`config.mk`:
```
export PLATFORM = sky130hd
export DESIGN_NAME = mdf_mac
export DESIGN_NICKNAME = d
export VERILOG_FILES = /design/src/rtl/mdf_pkg.sv /design/src/rtl/mdf_mac.sv
export SDC_FILE = /design/constraint.sdc
export NUM_CORES = 1
export LEC_CHECK = 0
export BUFFER_PORTS_ARGS = -buffer_cell sky130_fd_sc_hd__buf_2
export CAP_MARGIN = 0
export CORE_MARGIN = 2
export CORE_UTILIZATION = 28
export CTS_BUF_LIST = sky130_fd_sc_hd__clkbuf_4 sky130_fd_sc_hd__clkbuf_8 sky130_fd_sc_hd__clkbuf_16
export CTS_CLUSTER_DIAMETER = 50
export CTS_CLUSTER_SIZE = 8
export DETAILED_ROUTE_END_ITERATION = 12
export GPL_TIMING_DRIVEN = 1
export PLACE_DENSITY = 0.49
export SYNTH_ARGS = -nofsm -noshare
export SYNTH_HDL_FRONTEND = slang
export SYNTH_SLANG_ARGS = --single-unit
```
`constraint.sdc`:
```
create_clock -name clk -period 18.9 [get_ports clk]
set_input_delay 2.835 -clock clk [delete_from_list [all_inputs] [get_ports clk]]
set_output_delay 2.835 -clock clk [all_outputs]
set_load 0.1 [all_outputs]
```
`src/rtl/mdf_pkg.sv`:
```
// ----------------------------------------------------------------------------
// mdf_pkg: shared types and constants of the modulated delay flanger
// Frame and result payloads, the register map, the multiply-accumulate
// request, the saturation helper and the delay RAM address helper.
// ----------------------------------------------------------------------------
package mdf_pkg;

  localparam int DELAY_LENGTH = 1024;
  localparam int CHANNELS     = 2;

  localparam int AW        = $clog2(DELAY_LENGTH);
  localparam int MEM_DEPTH = CHANNELS * DELAY_LENGTH;
  localparam int MEM_AW    = $clog2(MEM_DEPTH);

  // delay word, Q8 samples, signed, wide enough for every sum and bound
  localparam int DW        = 27;
  localparam int DELAY_MIN = 26;
  localparam int DELAY_MAX = (DELAY_LENGTH - 2) * 256;

  localparam int CFG_DW    = 18;
  localparam int CFG_IW    = 3;

  localparam int MAC_AW    = 16;
  localparam int MAC_BW    = 19;
  localparam int PROD_W    = MAC_AW + MAC_BW;
  localparam int ACC_W     = 36;
  localparam int BIAS_W    = 15;

  localparam logic [BIAS_W-1:0] BIAS_NONE = BIAS_W'(0);
  localparam logic [BIAS_W-1:0] BIAS_Q8   = BIAS_W'(128);
  localparam logic [BIAS_W-1:0] BIAS_Q15  = BIAS_W'(16384);

  typedef enum logic [CFG_IW-1:0] {
    REG_CENTRE_DELAY    = 3'd0,
    REG_SWEEP_DEPTH     = 3'd1,
    REG_FEEDBACK_GAIN   = 3'd2,
    REG_WET_MIX         = 3'd3,
    REG_ACTIVE_CHANNELS = 3'd4
  } reg_index_t;

  typedef struct packed {
    logic        [17:0] centre_delay;
    logic        [17:0] sweep_depth;
    logic signed [15:0] feedback_gain;
    logic        [15:0] wet_mix;
    logic        [1:0]  active_channels;
  } cfg_t;

  typedef struct packed {
    logic signed [15:0] modulator_value;
    logic signed [15:0] sample_left;
    logic signed [15:0] sample_right;
  } frame_t;

  typedef struct packed {
    logic signed [15:0] out_left;
    logic signed [15:0] out_right;
  } result_t;

  // one request to the shared multiply-accumulate unit
  typedef struct packed {
    logic                     en;
    logic                     load;
    logic [BIAS_W-1:0]        bias;
    logic signed [MAC_AW-1:0] a;
    logic signed [MAC_BW-1:0] b;
  } mac_op_t;

  function automatic logic signed [15:0] sat16(input logic signed [20:0] v);
    logic signed [15:0] r;
    if (v > 21'sd32767) begin
      r = 16'sd32767;
    end else if (v < -21'sd32768) begin
      r = -16'sd32768;
    end else begin
      r = v[15:0];
    end
    return r;
  endfunction

  function automatic logic [MEM_AW-1:0] mem_addr(input logic ch, input logic [AW-1:0] idx);
    return MEM_AW'(MEM_AW'(ch) * MEM_AW'(DELAY_LENGTH) + MEM_AW'(idx));
  endfunction

endpackage

```
`src/rtl/mdf_mac.sv`:
```
// ----------------------------------------------------------------------------
// mdf_mac: shared multiply-accumulate unit
// Start from a rounding bias or add to the running sum, one product a cycle while enabled.
// ----------------------------------------------------------------------------
module mdf_mac
  import mdf_pkg::*;
(
  input  logic                    clk,
  input  mac_op_t                 op,
  output logic signed [ACC_W-1:0] acc
);

  logic signed [PROD_W-1:0] prod;
  logic signed [ACC_W-1:0]  base;

  assign prod = op.a * op.b;
  assign base = op.load ? $signed({{(ACC_W-BIAS_W){1'b0}}, op.bias}) : acc;

  always_ff @(posedge clk) begin
    if (op.en) begin
      acc <= base + $signed({{(ACC_W-PROD_W){prod[PROD_W-1]}}, prod});
    end
  end

endmodule

```
== Yosys cells after proc, flatten, opt, wreduce, memory -nomap -nowiden ==
Cells that the tools add are included.
Cells by class
  multiplexer cells: 1
  $add $sub $neg: 1
  multipliers: 1
Operator list (number)
  $add A36 B35 Y36: 1
  $mux W36: 1
  $mul A16 B19 Y35: 1
Storage, ports and cells
  bits of input ports: 53
  bits in registers: 36
  output and inout bits: 36

== Depth between registers and ports, before layout ==
  depth in word-level cells: 2
  mapped depth: 23

== Worst setup path after synthesis ==
OpenSTA, ideal clock, no wires.
  kind: input-to-reg
  from: input op[18] in the netlist's numbering
  to: register acc[32], data pin
  slack: 10.293 ns
  cell stages on the path: 21
  arrival time: 8.352 ns
  data required time: 18.645 ns
  cell sequence: clkbuf_1 -> nand2_1 -> inv_1 -> fa_1 -> inv_1 -> fa_1 -> inv_1 -> fa_1 -> fa_1 -> fa_1 -> inv_1 -> fa_1 -> inv_1 -> ha_1 -> a21o_1 -> a21oi_1 -> o21ai_0 -> o22ai_1 -> a31oi_2 -> o21ai_0 -> a31o_1
On the way
  longest elaborated chain between the ends: 2
Ends and longest elaborated chain
  from (decl): line mdf_mac.sv:9  | input mac_op_t op,
  $mul A16 B19 Y35: line mdf_mac.sv:16  | assign prod = op.a * op.b;
  $add A36 B35 Y36: line mdf_mac.sv:21  | acc <= base + $signed({{(ACC_W-PROD_W){prod[PROD_W-1]}}, prod});
  to (signal assigned): line mdf_mac.sv:21
  to (decl): line mdf_mac.sv:10  | output logic signed [ACC_W-1:0] acc
No other way between the ends.
A chain may end at the register's enable or synchronous reset.

== Final worst setup path ==
  from: input op[20] in the netlist's numbering
  to: register acc[32], data pin
The elaborated chain is that of the path after synthesis.

==> results_dict.tcl <==
set metrics [dict create \
    drt_iter0_markers 415 \
    cts_setup_buffers 0 \
    hold_start "acc[0]" \
    worstMarginPinSlew_ns 0.949 \
    regMostFlops "acc" \
    fin_tns_setup_ns 0 \
    syn_nets 1977 \
    rsz0062_at_grt "no" \
    cp-end-kind "flip-flop" \
    hold_path_depth 2 \
    r2r_cells 16 \
    antenna_left 0 \
    critPathArrivalTime_ns 8.99 \
    clkLatencyLatePin_ns 0.30 \
    die_width_um 229 \
    drt_first_pass_iters 4 \
    criticalPathCategory "input port to flip-flop" \
    core_um2 50100 \
    cts_resized 0 \
    min_to "acc[0]" \
    grt_usage 0.152 \
    status "finished clean" \
    yosys.cell_types.count 56 \
    drv_cap 0 \
    syn-cell-area_um2 14200 \
    top_regs "acc (36)" \
    dpl_cell_area_um2 15300 \
    min_path_type "flip-flop to flip-flop" \
    cts_tree "done" \
    fill_cells 5340 \
    rows 82 \
    hold_viol 0 \
    r2r_end "acc[32]" \
    synth_area_leader_cell "fa_1" \
    setup_violations 0 \
    ys_seq_elements 36 \
    critical_path_peak_fanout 19 \
    areaGrowthSynthToFinish_pct 8.70 \
    ys_top_cells_by_area "fa_1 (49%), inv_1 (10%), ha_1 (9.4%), edfxtp_1 (7.6%), and2_1 (6.2%)" \
    layout-drive-gt1-share 0.0849 \
    dp_hpwl_um 31300 \
    largest_register_ffs 36 \
    ys_warn_count 0 \
    clockBufferDepth 2 \
    yosysSeqAreaShare 0.0763 \
    clockRootBuffer "clkbuf_16" \
    grt_first_pass_wirelength_um 61800 \
    synthArstFlopShare 0 \
    min_period_over_period 0.473 \
    grt_max_degree 37 \
    synth_edf_count 36 \
    whs_ns 0.709 \
    netlist_top_cells_count "inv_1 (392), fa_1 (344), nand2_1 (157)" \
    synth_flop_cell "edfxtp_1" \
    required_ns 18.96 \
    antenna_found_initial 0 \
    path_clk_slew_ns 0.06 \
    final_max_slew_viol_count 0 \
    port_buffers 88 \
    die_area_um2 52400 \
    period_needed_ns 8.93 \
    r2r_start "acc[13]" \
    die_h_um 229 \
    cts_buffers 5 \
    yosysMostFrequentCell "inv_1" \
    r2r_setup_slack_ns 13.24 \
    crit_path_start_kind "input port" \
    crit_start "op[20]" \
    wire_per_inst_um 17.2 \
    utilization 0.308 \
    hold_buffers 0 \
    synthCells 1474 \
    slew_headroom 0.367 \
    num_io_pins 89 \
    final_cell_area_um2 15400 \
    postSynthAreaPerCell_um2 9.62 \
    vias_per_cell 4.36 \
    finClkSkew_ns 0.00506 \
    routed_wl_um 37700 \
    vias 9564 \
    grt_pass1_vias 10884 \
    synth_top_area_frac 0.486 \
    cts_max_level 2 \
    gp_congestion 0.816 \
    overflow 0 \
    drc 0 \
    fmax_ghz 0.112 \
    cts.sink_count 36 \
    final_nets 2023 \
    initial_core_util 0.283 \
]
## worst max path at each step
stage / to / slack, ns / cells past startpoint
3_3_place_gp: acc[32] / 9.70 / 21
6_report: acc[32] / 9.97 / 21
2_1_floorplan: acc[32] / 10.29 / 21
4_1_cts: acc[32] / 9.92 / 21
3_5_place_dp: acc[32] / 9.63 / 21
5_1_grt: acc[32] / 9.51 / 21
## cell type report
| class | instances | area (µm²) | share of cell area |
|---|---|---|---|
| Antenna cell | 2 | 5.00 | 0.000325 |
| Clock buffer | 5 | 125 | 0.00812 |
| Clock inverter | 2 | 7.51 | 0.000487 |
| Inverter | 393 | 1480 | 0.0957 |
| Multi-Input combinational cell | 996 | 11400 | 0.742 |
| Sequential cell | 36 | 1080 | 0.0702 |
| Tap cell | 672 | 841 | 0.0546 |
| Timing Repair Buffer | 88 | 440 | 0.0286 |
## layout by cell type, fill, tap and decap left out, drive strengths merged, types with 2 or more instances in the layout
cell type	count
o21a	9
nor2b	27
nand2b	6
a31oi	3
inv	392
a311oi	2
edfxtp	36
diode	2
clkinv	3
or3	2
o22ai	2
buf	88
nor3	5
nand2	159
o211ai	5
and3	6
a21o	16
o21ai	21
fa	344
clkbuf	5
nor2	37
a211oi	4
ha	106
and2	140
a21boi	2
a2111oi	2
mux2	15
a21oi	29
xnor2	29
nand3	5
xor2	6
## through the flow
stage | cells | worst slack (ns)
after global routing | 2192 | 9.51
after floorplan | 1474 | 10.29
final | 2194 | 9.97
after CTS | 2192 | 9.92
after detailed placement | 2185 | 9.63
after global placement | 2185 | 9.70
## layer usage
| layer | share of wire | wire (µm) | track usage |
|---|---|---|---|
| met3 | 0.033 | 1240 | 0.0162 |
| met4 | 0.021 | 806 | 0.0369 |
| met1 | 0.45 | 17100 | 0.207 |
| met5 | 0 | 0 | 0 |
| met2 | 0.49 | 18600 | 0.260 |
## cells by family after synthesis
kind of cell | count (synthesis) | share of synthesized area
fa+ha+maj | 450 | 0.579
buf+inv | 442 | 0.117
mux | 15 | 0.0119
compound gates | 105 | 0.0537
flops | 36 | 0.0763
xor+xnor | 36 | 0.0232
simple gates | 390 | 0.138
## critical path: stages
cell,delay (ns)
buf_2,0.26
nand2_1,0.21
inv_1,0.08
fa_1,0.74
inv_1,0.12
fa_1,0.75
inv_1,0.17
fa_1,0.49
fa_1,0.51
fa_1,0.50
inv_1,0.06
fa_1,0.48
inv_1,0.04
ha_1,0.36
a21o_1,0.13
a21oi_1,0.07
o21ai_0,0.35
o22ai_1,0.16
a31oi_2,0.31
o21ai_0,0.12
a31o_1,0.22
Power is left out: the tool's default activity adds up to more than one toggle a clock period on the data nets, which glitch-free logic cannot reach.
