===== src/rtl/mdf_pkg.sv =====
// ----------------------------------------------------------------------------
// mdf_pkg: shared types and constants of the modulated delay flanger
// Frame and result payloads, the register map, the multiply-accumulate
// request, the saturation helper and the delay RAM address helper.
// ----------------------------------------------------------------------------
package mdf_pkg;

  localparam int DELAY_LENGTH = 1024;
  localparam int CHANNELS     = 2;

  localparam int AW        = $clog2(DELAY_LENGTH);
  localparam int MEM_DEPTH = CHANNELS * DELAY_LENGTH;
  localparam int MEM_AW    = $clog2(MEM_DEPTH);

  // delay word, Q8 samples, signed, wide enough for every sum and bound
  localparam int DW        = 27;
  localparam int DELAY_MIN = 26;
  localparam int DELAY_MAX = (DELAY_LENGTH - 2) * 256;

  localparam int CFG_DW    = 18;
  localparam int CFG_IW    = 3;

  localparam int MAC_AW    = 16;
  localparam int MAC_BW    = 19;
  localparam int PROD_W    = MAC_AW + MAC_BW;
  localparam int ACC_W     = 36;
  localparam int BIAS_W    = 15;

  localparam logic [BIAS_W-1:0] BIAS_NONE = BIAS_W'(0);
  localparam logic [BIAS_W-1:0] BIAS_Q8   = BIAS_W'(128);
  localparam logic [BIAS_W-1:0] BIAS_Q15  = BIAS_W'(16384);

  typedef enum logic [CFG_IW-1:0] {
    REG_CENTRE_DELAY    = 3'd0,
    REG_SWEEP_DEPTH     = 3'd1,
    REG_FEEDBACK_GAIN   = 3'd2,
    REG_WET_MIX         = 3'd3,
    REG_ACTIVE_CHANNELS = 3'd4
  } reg_index_t;

  typedef struct packed {
    logic        [17:0] centre_delay;
    logic        [17:0] sweep_depth;
    logic signed [15:0] feedback_gain;
    logic        [15:0] wet_mix;
    logic        [1:0]  active_channels;
  } cfg_t;

  typedef struct packed {
    logic signed [15:0] modulator_value;
    logic signed [15:0] sample_left;
    logic signed [15:0] sample_right;
  } frame_t;

  typedef struct packed {
    logic signed [15:0] out_left;
    logic signed [15:0] out_right;
  } result_t;

  // one request to the shared multiply-accumulate unit
  typedef struct packed {
    logic                     en;
    logic                     load;
    logic [BIAS_W-1:0]        bias;
    logic signed [MAC_AW-1:0] a;
    logic signed [MAC_BW-1:0] b;
  } mac_op_t;

  function automatic logic signed [15:0] sat16(input logic signed [20:0] v);
    logic signed [15:0] r;
    if (v > 21'sd32767) begin
      r = 16'sd32767;
    end else if (v < -21'sd32768) begin
      r = -16'sd32768;
    end else begin
      r = v[15:0];
    end
    return r;
  endfunction

  function automatic logic [MEM_AW-1:0] mem_addr(input logic ch, input logic [AW-1:0] idx);
    return MEM_AW'(MEM_AW'(ch) * MEM_AW'(DELAY_LENGTH) + MEM_AW'(idx));
  endfunction

endpackage


===== src/rtl/mdf_cfg.sv =====
// ----------------------------------------------------------------------------
// mdf_cfg: configuration register file
// Write-only registers, taken at any edge with the write enable high and reset low.
// ----------------------------------------------------------------------------
module mdf_cfg
  import mdf_pkg::*;
(
  input  logic              clk,
  input  logic              rst,
  input  logic              cfg_we,
  input  logic [CFG_IW-1:0] cfg_index,
  input  logic [CFG_DW-1:0] cfg_data,
  output cfg_t              cfg
);

  always_ff @(posedge clk) begin
    if (rst) begin
      cfg.centre_delay    <= '0;
      cfg.sweep_depth     <= '0;
      cfg.feedback_gain   <= '0;
      cfg.wet_mix         <= 16'd16384;
      cfg.active_channels <= 2'd2;
    end else if (cfg_we) begin
      case (cfg_index)
        REG_CENTRE_DELAY:    cfg.centre_delay    <= cfg_data;
        REG_SWEEP_DEPTH:     cfg.sweep_depth     <= cfg_data;
        REG_FEEDBACK_GAIN:   cfg.feedback_gain   <= cfg_data[15:0];
        REG_WET_MIX:         cfg.wet_mix         <= cfg_data[15:0];
        REG_ACTIVE_CHANNELS: cfg.active_channels <= cfg_data[1:0];
        default: ;
      endcase
    end
  end

endmodule


===== config.mk =====
export PLATFORM = sky130hd
export DESIGN_NAME = mdf_cfg
export DESIGN_NICKNAME = d
export VERILOG_FILES = /design/src/rtl/mdf_pkg.sv /design/src/rtl/mdf_cfg.sv
export SDC_FILE = /design/constraint.sdc
export NUM_CORES = 1
export LEC_CHECK = 0
export ABC_AREA = 1
export BUFFER_PORTS_ARGS = -buffer_cell sky130_fd_sc_hd__buf_4
export CAP_MARGIN = 30
export CORE_MARGIN = 2
export CORE_UTILIZATION = 52
export CTS_BUF_LIST = sky130_fd_sc_hd__clkbuf_4
export DETAILED_ROUTE_END_ITERATION = 10
export PLACE_DENSITY_LB_ADDON = 0.2
export SLEW_MARGIN = 20
export SYNTH_ARGS = -nofsm -noshare
export SYNTH_HDL_FRONTEND = slang
export SYNTH_SLANG_ARGS = --single-unit
export TNS_END_PERCENT = 20

===== constraint.sdc =====
create_clock -name clk -period 1.1 [get_ports clk]
set_input_delay 0.165 -clock clk [delete_from_list [all_inputs] [get_ports clk]]
set_output_delay 0.165 -clock clk [all_outputs]
set_load 0.03 [all_outputs]

# --- Word-level counts from Yosys, hierarchy flattened ---
# Cells that the tools add are included.
word_totals:
  regBits: 70
  inputBits: 24
  output_inout_bits: 70
classes:
  n_reduce_logical: 6
  eq_ne: 4
ops:
  columns: ["cell", "count"]
  rows:
  - ["AND reduction 2 bit", 5]
  - ["equality test 3 x 2 -> 1 bit, second input constant", 2]
  - ["equality test 3 x 1 -> 1 bit, second input constant", 1]
  - ["equality test 3 bit, second input constant", 1]
  - ["zero test 3 bit", 1]

# --- Depth between registers and ports, before layout ---
# Gate-level depths: netlist (run 1).
depth:
  word_depth: 2
  ltp_mapped: 7
  mapped_depth_nobuf: 5

# --- Least setup slack after synthesis (run 1) ---
# OpenSTA, ideal clock, no wires.
synth_timing:
  kind: "input to register"
  startpoint: "input cfg_index[2]"
  endpoint: "register cfg[41] (netlist bit)"
  path_slack_ps: 206
  stages: 6
  required_ps: 1036
  setup_time_ps: 64
  arrival_ps: 830
  path_cell_list: "inv_1 -> nand2_2 -> nor2_4 -> buf_6 -> nor2_1 -> nor2_1"
synth_between:
  elab_chain_len: 2
synth_lines:
  columns: ["element", "line_no", "source"]
  rows:
  - ["start, declared", "mdf_cfg.sv:11", "input logic [CFG_IW-1:0] cfg_index,"]
  - ["equality test 3 x 1 -> 1 bit", "mdf_cfg.sv:24", "case (cfg_index)"]
  - ["AND reduction 2 bit (no source line)", null, null]
  - ["end, declared", "mdf_cfg.sv:13", "output cfg_t cfg"]
# Every way passes these cells.
# A chain may end at the register's enable or synchronous reset.

# --- Worst setup path after layout (run 1) ---
layout_timing:
  startpoint: "register cfg[10] (netlist bit)"
  endpoint: "output cfg[10] (netlist bit)"
# No word-level cell between the ends.

==> flow_metrics.py, run 1 <==
metrics = {
    "floorplan": {
        "die_w_um": 78.4,
        "core_area_mm2": 0.00544,
        "rows": 27,
        "die_area_mm2": 0.00615,
        "die_h_um": 78.4,
        "ios": 94,
        "start_util": 0.530,
    },
    "power": {
        "p_int_mw": 3.44,
        "swShare": 0.295,
        "irDropWorstVdd_mv": 0.891,
        "p_seq_frac": 0.553,
        "switching_power_mw": 1.44,
        "clock_power_share": 0.262,
        "combPwrFrac": 0.185,
        "p_leak_nw": 1.89,
        "power_per_cell_area_mw_per_mm2": 1200,
    },
    "placed_design": {
        "dp.cells": 565,
        "hpwl_um": 5050,
        "gp_congestion": 0.806,
        "port-buffer-count": 93,
        "placed_area_mm2": 0.00373,
    },
    "cells_and_area": {
        "fin_nets": 529,
        "layout-drive-gt1-share": 0.375,
        "fin_cells": 579,
        "top_register": "cfg",
        "top_regs": "cfg (70)",
        "largest_reg_flops": 70,
        "syn2layout_area_growth_pct": 40.6,
        "final_area_mm2": 0.00405,
        "antennaDiodeCount": 0,
    },
    "logic_synthesis": {
        "netlist_instances": 410,
        "yosysWarnings": 0,
        "syn-num-nets": 434,
        "ys_seq_area_frac": 0.486,
        "avgSynthCellArea_um2": 7.03,
        "netlist_area_mm2": 0.00288,
        "ys_ff_latch": 70,
        "synth_cell_type_count": 16,
    },
    "grt": {
        "grt_pass1_vias": 2559,
        "grt_max_degree": 51,
        "grt_overflow": 0,
        "grt_pass1_wl_um": 11800,
        "grt_use_total": 0.245,
        "antenna_found_initial": 0,
    },
    "setup_path": {
        "crit_arrival_ps": 920,
        "critPathCapture": "cfg[10]",
        "cp-start-kind": "register",
        "crit_slowest_cell": "dfxtp_1",
        "startpoint": "cfg[10]$_SDFFE_PP0P_",
        "rr_endpoint": "cfg[14]$_SDFFE_PP0P_",
        "worstSetupPathType": "register to output port",
        "crit_fanout": 2,
        "r2r_setup_slack_ps": 460,
        "cp-end-kind": "output port",
        "critPathBufInv": 1,
        "cp_cell_sequence": "buf_6",
        "required_ps": 940,
        "cp.depth": 1,
        "r2r_cells": 2,
        "slowest_delay_ps": 380,
        "crit_family": "flip-flops",
        "r2r_start": "cfg[14]$_SDFFE_PP0P_",
    },
    "detailed_routing": {
        "first_iter_violations": 139,
        "wl_per_cell_um": 12.9,
        "ant_nets": 0,
        "routed_wirelength_um": 7460,
        "first_pass_iters": 5,
        "num_vias": 2885,
        "viasPerCell": 4.98,
        "route.detailed.drc": 0,
    },
    "min_path": {
        "hold_start": "cfg_data[1]",
        "hold_class": "primary input to register",
    },
    "clock_tree": {
        "clock-sinks": 70,
        "cts_tree": "yes",
        "clk_pin_slew_ps": 100,
        "cts_root_buffer": "clkbuf_4",
        "h-tree-depth": 3,
        "clock_latency_ps": 400,
        "cts_buffer_depth": 2,
        "numCtsBuffers": 9,
    },
    "sta": {
        "maxSlewViolCount": 0,
        "period_minus_slack_ps": 1090,
        "setup_violations": 0,
        "finClkSkew_ps": 0,
        "slew_headroom": 0.831,
        "worst_pin_slew_ps": 253,
        "max_freq_ghz": 0.919,
        "rsz0062_at_grt": "true",
        "hold_violations": 0,
        "tns_ps": 0,
        "finalCritPeriodShare": 0.990,
    },
    "status": {
        "outcome": "finished, final reports clean",
    },
    "flow_run": {
        "maxCapViolations": 0,
    },
}
power groups by stage:
stage / clock [mW] / combinational (mW) / sequential, mW
after floorplan: 0 / 0.361 / 2.90
after global placement: 0 / 0.853 / 2.73
after detailed placement: 0 / 0.868 / 2.73
after CTS: 1.27 / 0.874 / 2.67
after global routing: 1.40 / 0.979 / 2.71
final: 1.28 / 0.904 / 2.70
how the worst min path moves through the flow:
stage / endpoint / slack (ps) / cells past startpoint
2_1_floorplan: cfg[16]$_SDFFE_PP1P_ / 290 / 2
6_report: cfg[1]$_SDFFE_PP1P_ / 20 / 3
3_3_place_gp: cfg[16]$_SDFFE_PP1P_ / 400 / 3
5_1_grt: cfg[1]$_SDFFE_PP1P_ / 50 / 3
3_5_place_dp: cfg[16]$_SDFFE_PP1P_ / 410 / 3
4_1_cts: cfg[1]$_SDFFE_PP1P_ / 20 / 3
stage by stage:
step	power, mW	util	hold WS (ps)	setup WS [ps]
2_1_floorplan	3.26	-	291	206
3_3_place_gp	3.58	0.685	400	105
3_5_place_dp	3.60	0.685	408	45.1
4_1_cts	4.82	0.706	19.2	2.45
5_1_grt	5.09	0.745	45.4	-26.5
6_report	4.88	0.745	19.7	11.4
cell families after synthesis:
| logic type | synth area share |
|---|---|
| buffers and inverters | 0.0829 |
| AND/OR/NAND/NOR | 0.426 |
| AO/OA/AOI/OAI | 0.00521 |
| flip-flops | 0.486 |
worst register-to-register path, cell delays in order (launching register included):
cell and delay (ps):
dfxtp_2 340, nor2_1 120, nor2_1 70
synthesized netlist by cell type:
library cell	instances	area, um2
nand3_1	71	355
buf_4	3	22.5
inv_2	5	18.8
o21ai_0	2	10.0
nor2_4	6	67.6
buf_6	5	56.3
buf_1	5	18.8
buf_2	8	40.0
a21oi_1	1	5.00
dfxtp_1	70	1400
clkbuf_1	2	7.51
inv_1	20	75.1
nand2_1	73	274
nor2_2	1	6.26
nand2_2	2	12.5
nor2_1	136	510
routing by layer:
layer | wire (um) | global-route usage | vias up
met5 | 0 | 0 | -
li1 | - | - | 1461
met4 | 183 | 0.126 | 0
met2 | 3720 | 0.412 | 105
met3 | 469 | 0.0379 | 21
met1 | 3090 | 0.305 | 1298
cell usage in the layout (no fill, tap or decap):
master and instances:
clkinvlp_4 1, nand2_1 73, inv_1 20, nand3_1 71, clkbuf_4 10, a21oi_1 1, o21ai_0 2, dlygate4sd3_1 1
buf_4 58, inv_2 5, clkinv_1 2, nor2_4 7, nand2_2 2, buf_6 40, dfxtp_2 59, buf_12 8
dfxtp_1 11, nor2_1 136
timing repair:
item                                    4_1_cts  5_1_grt
hold buffers                                  1        0
buffers inserted                              0        0
endpoints found under the hold margin         1        0
resized for setup                             6       93
endpoints found under the setup margin        6       66
final cells by class:
class	count	area [um2]
Sequential cell	70	1480
Fill cell	423	1390
Multi-Input combinational cell	292	1250
Timing Repair Buffer	107	1060
Inverter	25	93.8
Tap cell	72	90.1
Clock buffer	10	75.1
Clock inverter	3	15.0
Note: power is estimated with default switching activity, not from simulation.
==> run 2: changes to the inputs <==
- CORE_MARGIN: 2 -> 3
- MAX_ROUTING_LAYER: unset -> met4
==> flow_metrics.py, run 2 (synthesis results as in run 1) <==
metrics = {
    "status": {
        "outcome": "finished, final reports clean",
    },
    "sta": {
        "slew_headroom": 0.819,
        "finalCritPeriodShare": 0.981,
        "period_minus_slack_ps": 1080,
        "max_freq_ghz": 0.927,
        "worst_pin_slew_ps": 272,
        "maxSlewViolCount": 0,
        "finClkSkew_ps": 0,
        "hold_violations": 0,
        "whs_ps": 16.5,
        "rsz0062_at_grt": "true",
        "setup_violations": 0,
        "setup_slack_ps": 20.9,
    },
    "setup_path": {
        "rr_endpoint": "cfg[68]$_SDFFE_PP0P_",
        "slowest_delay_ps": 370,
        "cp-start-kind": "register",
        "crit_family": "flip-flops",
        "crit_slowest_cell": "dfxtp_2",
        "critPathBufInv": 1,
        "required_ps": 940,
        "r2r_start": "cfg[68]$_SDFFE_PP0P_",
        "crit_fanout": 2,
        "crit_arrival_ps": 910,
        "r2r_setup_slack_ps": 400,
        "worstSetupPathType": "register to output port",
        "cp_cell_sequence": "buf_6",
        "r2r_cells": 3,
        "cp-end-kind": "output port",
    },
    "placed_design": {
        "pre_cts_ws_ps": 46.1,
        "gp_congestion": 0.851,
        "port-buffer-count": 93,
        "hpwl_um": 5260,
        "dp.cells": 561,
    },
    "flow_run": {
        "maxCapViolations": 0,
    },
    "detailed_routing": {
        "route.detailed.drc": 0,
        "viasPerCell": 5.14,
        "routed_wirelength_um": 8070,
        "num_vias": 2978,
        "first_iter_violations": 228,
        "wl_per_cell_um": 13.9,
        "first_pass_iters": 4,
        "ant_nets": 0,
    },
    "grt": {
        "grt_max_degree": 46,
        "grt_use_total": 0.265,
        "grt_pass1_wl_um": 12800,
        "grt_pass1_vias": 2708,
        "antenna_found_initial": 0,
        "grt_overflow": 0,
    },
    "power": {
        "p_seq_frac": 0.517,
        "switching_power_mw": 1.51,
        "p_int_mw": 3.73,
        "irDropWorstVdd_mv": 0.814,
        "power_per_cell_area_mw_per_mm2": 1230,
        "combPwrFrac": 0.182,
        "p_leak_nw": 1.95,
        "swShare": 0.288,
        "clock_power_share": 0.301,
    },
    "cells_and_area": {
        "top_regs": "cfg (70)",
        "seq_area_mm2": 0.00149,
        "fin_cells": 579,
        "mostFrequentLayoutCell": "nor2_1",
        "multi_input_area_mm2": 0.00125,
        "antennaDiodeCount": 0,
        "mostFrequentLayoutCells": "136 x nor2_1, 73 x nand2_1, 71 x nand3_1, 70 x buf_6, 69 x dfxtp_2",
        "layout-drive-gt1-share": 0.397,
        "largest_reg_flops": 70,
        "top_register": "cfg",
        "fin_nets": 528,
        "syn2layout_area_growth_pct": 47.2,
        "fill_cells": 356,
    },
    "clock_tree": {
        "clk_pin_slew_ps": 100,
        "cts_buffer_depth": 2,
        "cts_tree": "yes",
        "numCtsBuffers": 9,
        "h-tree-depth": 3,
        "clock_latency_ps": 420,
        "cts_root_buffer": "clkbuf_4",
        "clock-sinks": 70,
    },
    "min_path": {
        "hold_start": "cfg_data[1]",
        "hold_class": "primary input to register",
        "min_to": "cfg[1]$_SDFFE_PP1P_",
        "worstHoldPathCells": 3,
    },
    "floorplan": {
        "die_area_mm2": 0.00647,
        "ios": 94,
        "die_h_um": 80.4,
        "rows": 26,
        "start_util": 0.550,
        "core_area_mm2": 0.00524,
        "die_w_um": 80.4,
    },
}
-- run 2: stage by stage --
step                setup TNS, ps   util  power, mW  instance area, um2
finish                          0  0.810       5.24                4240
global route                 -286  0.810       5.46                4240
global placement                0  0.715       3.60                3750
floorplan                       0      -       3.26                2880
CTS                         -17.7  0.783       5.20                4100
detailed placement              0  0.715       3.62                3750
-- run 2: per-layer routing --
metal	GRT usage	up-vias	share of wire
met5	-	-	0
met4	0.130	0	0.025
met3	0.0482	21	0.078
met2	0.436	122	0.50
met1	0.312	1378	0.40
li1	-	1457	-
-- run 2: power groups by stage --
stage	combinational, mW	clock (mW)	sequential, mW
final	0.954	1.58	2.71
after global routing	1.03	1.72	2.72
after CTS	0.925	1.58	2.69
after detailed placement	0.885	0	2.73
after global placement	0.868	0	2.73
after floorplan	0.361	0	2.90
-- run 2: worst max-delay path by stage --
stage / cells past startpoint / slack [ps] / end / from
CTS: 1 / -20 / cfg[31] / cfg[31]$_SDFFE_PP0P_
detailed placement: 7 / 50 / cfg[34]$_SDFFE_PP0P_ / cfg_index[2]
global route: 1 / -20 / cfg[31] / cfg[31]$_SDFFE_PP0P_
floorplan: 6 / 210 / cfg[41]$_SDFFE_PP0P_ / cfg_index[2]
finish: 1 / 20 / cfg[37] / cfg[37]$_SDFFE_PP0P_
global placement: 6 / 100 / cfg[26]$_SDFFE_PP0P_ / cfg_index[2]
-- run 2: cell type report --
cell class | instances | area share
Sequential cell | 70 | 0.351
Clock inverter | 6 | 0.0124
Timing Repair Buffer | 106 | 0.283
Clock buffer | 10 | 0.0177
Tap cell | 70 | 0.0206
Inverter | 25 | 0.0221
Multi-Input combinational cell | 292 | 0.294
-- run 2: what timing repair did --
action,in CTS,in global routing
hold buffers,1,0
setup endpoints to repair,48,59
buffers inserted,0,1
endpoints found under the hold margin,1,0
gates resized for setup,79,60
==> run 3: changes to the inputs <==
- HOLD_SLACK_MARGIN: unset -> 0.12
==> flow_metrics.py, run 3 (synthesis results as in run 1) <==
metrics = {
    "setup_path": {
        "worstSetupPathType": "register to output port",
        "required_ps": 940,
        "crit_slowest_cell": "dfxtp_1",
        "slowest_delay_ps": 370,
        "critPathBufInv": 1,
        "cp_cell_sequence": "buf_6",
        "crit_arrival_ps": 920,
        "crit_fanout": 2,
        "crit_family": "flip-flops",
        "cp-end-kind": "output port",
        "cp-start-kind": "register",
    },
    "floorplan": {
        "core_area_mm2": 0.00524,
        "die_area_mm2": 0.00647,
        "ios": 94,
        "start_util": 0.550,
        "rows": 26,
        "die_h_um": 80.4,
        "die_w_um": 80.4,
    },
    "power": {
        "power_per_cell_area_mw_per_mm2": 1230,
        "irDropWorstVdd_mv": 0.806,
        "totalPowerFinal_mw": 5.26,
        "p_leak_nw": 1.97,
    },
    "sta": {
        "setup_slack_ps": 13.6,
        "worst_pin_slew_ps": 275,
        "rsz0062_at_grt": "true",
        "slew_headroom": 0.816,
        "max_freq_ghz": 0.921,
        "setup_violations": 0,
        "finalCritPeriodShare": 0.988,
        "maxSlewViolCount": 0,
        "period_minus_slack_ps": 1090,
        "hold_violations": 0,
        "finClkSkew_ps": 0,
    },
    "cells_and_area": {
        "mostFrequentLayoutCells": "136 x nor2_1, 73 x nand2_1, 71 x nand3_1, 70 x buf_6, 68 x dfxtp_2",
        "top_register": "cfg",
        "top_regs": "cfg (70)",
        "mostFrequentLayoutCell": "nor2_1",
        "antennaDiodeCount": 0,
        "syn2layout_area_growth_pct": 48.9,
        "fin_nets": 533,
        "fill_cells": 348,
        "largest_reg_flops": 70,
        "layout-drive-gt1-share": 0.391,
    },
    "clock_tree": {
        "cts_root_buffer": "clkbuf_4",
        "clk_pin_slew_ps": 120,
        "clock-sinks": 70,
        "cts_tree": "yes",
        "clock_latency_ps": 410,
        "cts_buffer_depth": 2,
        "h-tree-depth": 3,
        "numCtsBuffers": 9,
    },
    "detailed_routing": {
        "routed_wirelength_um": 8260,
        "route.detailed.drc": 0,
        "ant_nets": 0,
        "num_vias": 3028,
        "first_pass_iters": 4,
        "viasPerCell": 5.18,
        "first_iter_violations": 235,
        "wl_per_cell_um": 14.1,
    },
    "grt": {
        "grt_use_total": 0.273,
        "grt_overflow": 0,
        "grt_max_degree": 46,
        "grt_pass1_wl_um": 13100,
        "grt_pass1_vias": 2774,
        "antenna_found_initial": 0,
    },
    "min_path": {
        "hold_class": "primary input to register",
    },
    "placed_design": {
        "pre_cts_ws_ps": 46.1,
        "port-buffer-count": 93,
        "hpwl_um": 5260,
        "gp_congestion": 0.851,
    },
    "status": {
        "outcome": "finished, final reports clean",
    },
    "flow_run": {
        "maxCapViolations": 0,
    },
}
==> run 3: cell count changes in the layout (fill, tap and decap cells not counted) <==
cell,before,now
dfxtp_1,1,2
dfxtp_2,69,68
dlygate4sd3_1,1,6
==> run 3: area by class of cell <==
class                           count  area (um2)  area share
Clock buffer                       10        75.1      0.0175
Clock inverter                      6        52.6      0.0122
Inverter                           25        93.8      0.0219
Multi-Input combinational cell    292        1250       0.290
Sequential cell                    70        1490       0.346
Tap cell                           70        87.6      0.0204
Timing Repair Buffer              111        1250       0.291
==> run 3: path summary, 6_finish.rpt <==
| check | startpoint | end | slack (ps) | depth (start not counted) |
|---|---|---|---|---|
| setup reg to reg | cfg[68]$_SDFFE_PP0P_ | cfg[68]$_SDFFE_PP0P_ | 400 | 3 |
| setup / recovery | cfg[48]$_SDFFE_PP0P_ | cfg[48] | 10 | 1 |
| hold / removal | cfg_data[13] | cfg[31]$_SDFFE_PP0P_ | 140 | 5 |
| hold reg to reg | cfg[43]$_SDFFE_PP0P_ | cfg[43]$_SDFFE_PP0P_ | 500 | 2 |
==> run 3: timing repair <==
| action | 4_1_cts | 5_1_grt |
|---|---|---|
| hold buffers | 6 | 0 |
| endpoints found under the hold margin | 6 | 0 |
| buffers inserted | 0 | 1 |
| gates cloned | 0 | 0 |
| resized for setup | 79 | 59 |
| endpoints found under the setup margin | 48 | 61 |
==> run 3: stage by stage <==
stage / TNS (ps) / cells / util / hold slack (ps) / instance area [um2]
after CTS: -17.7 / 583 / 0.792 / 122 / 4150
final: 0 / 584 / 0.819 / 136 / 4290
after detailed placement: 0 / 561 / 0.715 / 404 / 3750
after global routing: -418 / 584 / 0.819 / 139 / 4290
after global placement: 0 / 561 / 0.715 / 392 / 3750
after floorplan: 0 / 410 / - / 291 / 2880
==> run 3: layer usage <==
| metal | share of wire | GRT usage |
|---|---|---|
| met1 | 0.39 | 0.319 |
| met2 | 0.50 | 0.450 |
| met3 | 0.073 | 0.0426 |
| met4 | 0.037 | 0.144 |
| met5 | 0 | - |
==> run 3: report_power, final <==
group / total (mW) / internal (mW) / switching (mW)
sequential: 2.71 / 2.64 / 0.0681
clock: 1.59 / 0.694 / 0.892
combinational: 0.969 / 0.408 / 0.561
==> run 3: worst register-to-register path: stages (launching register included) <==
cell	delay, ps
dfxtp_2	340
buf_4	120
nor2_1	100
nor2_1	50
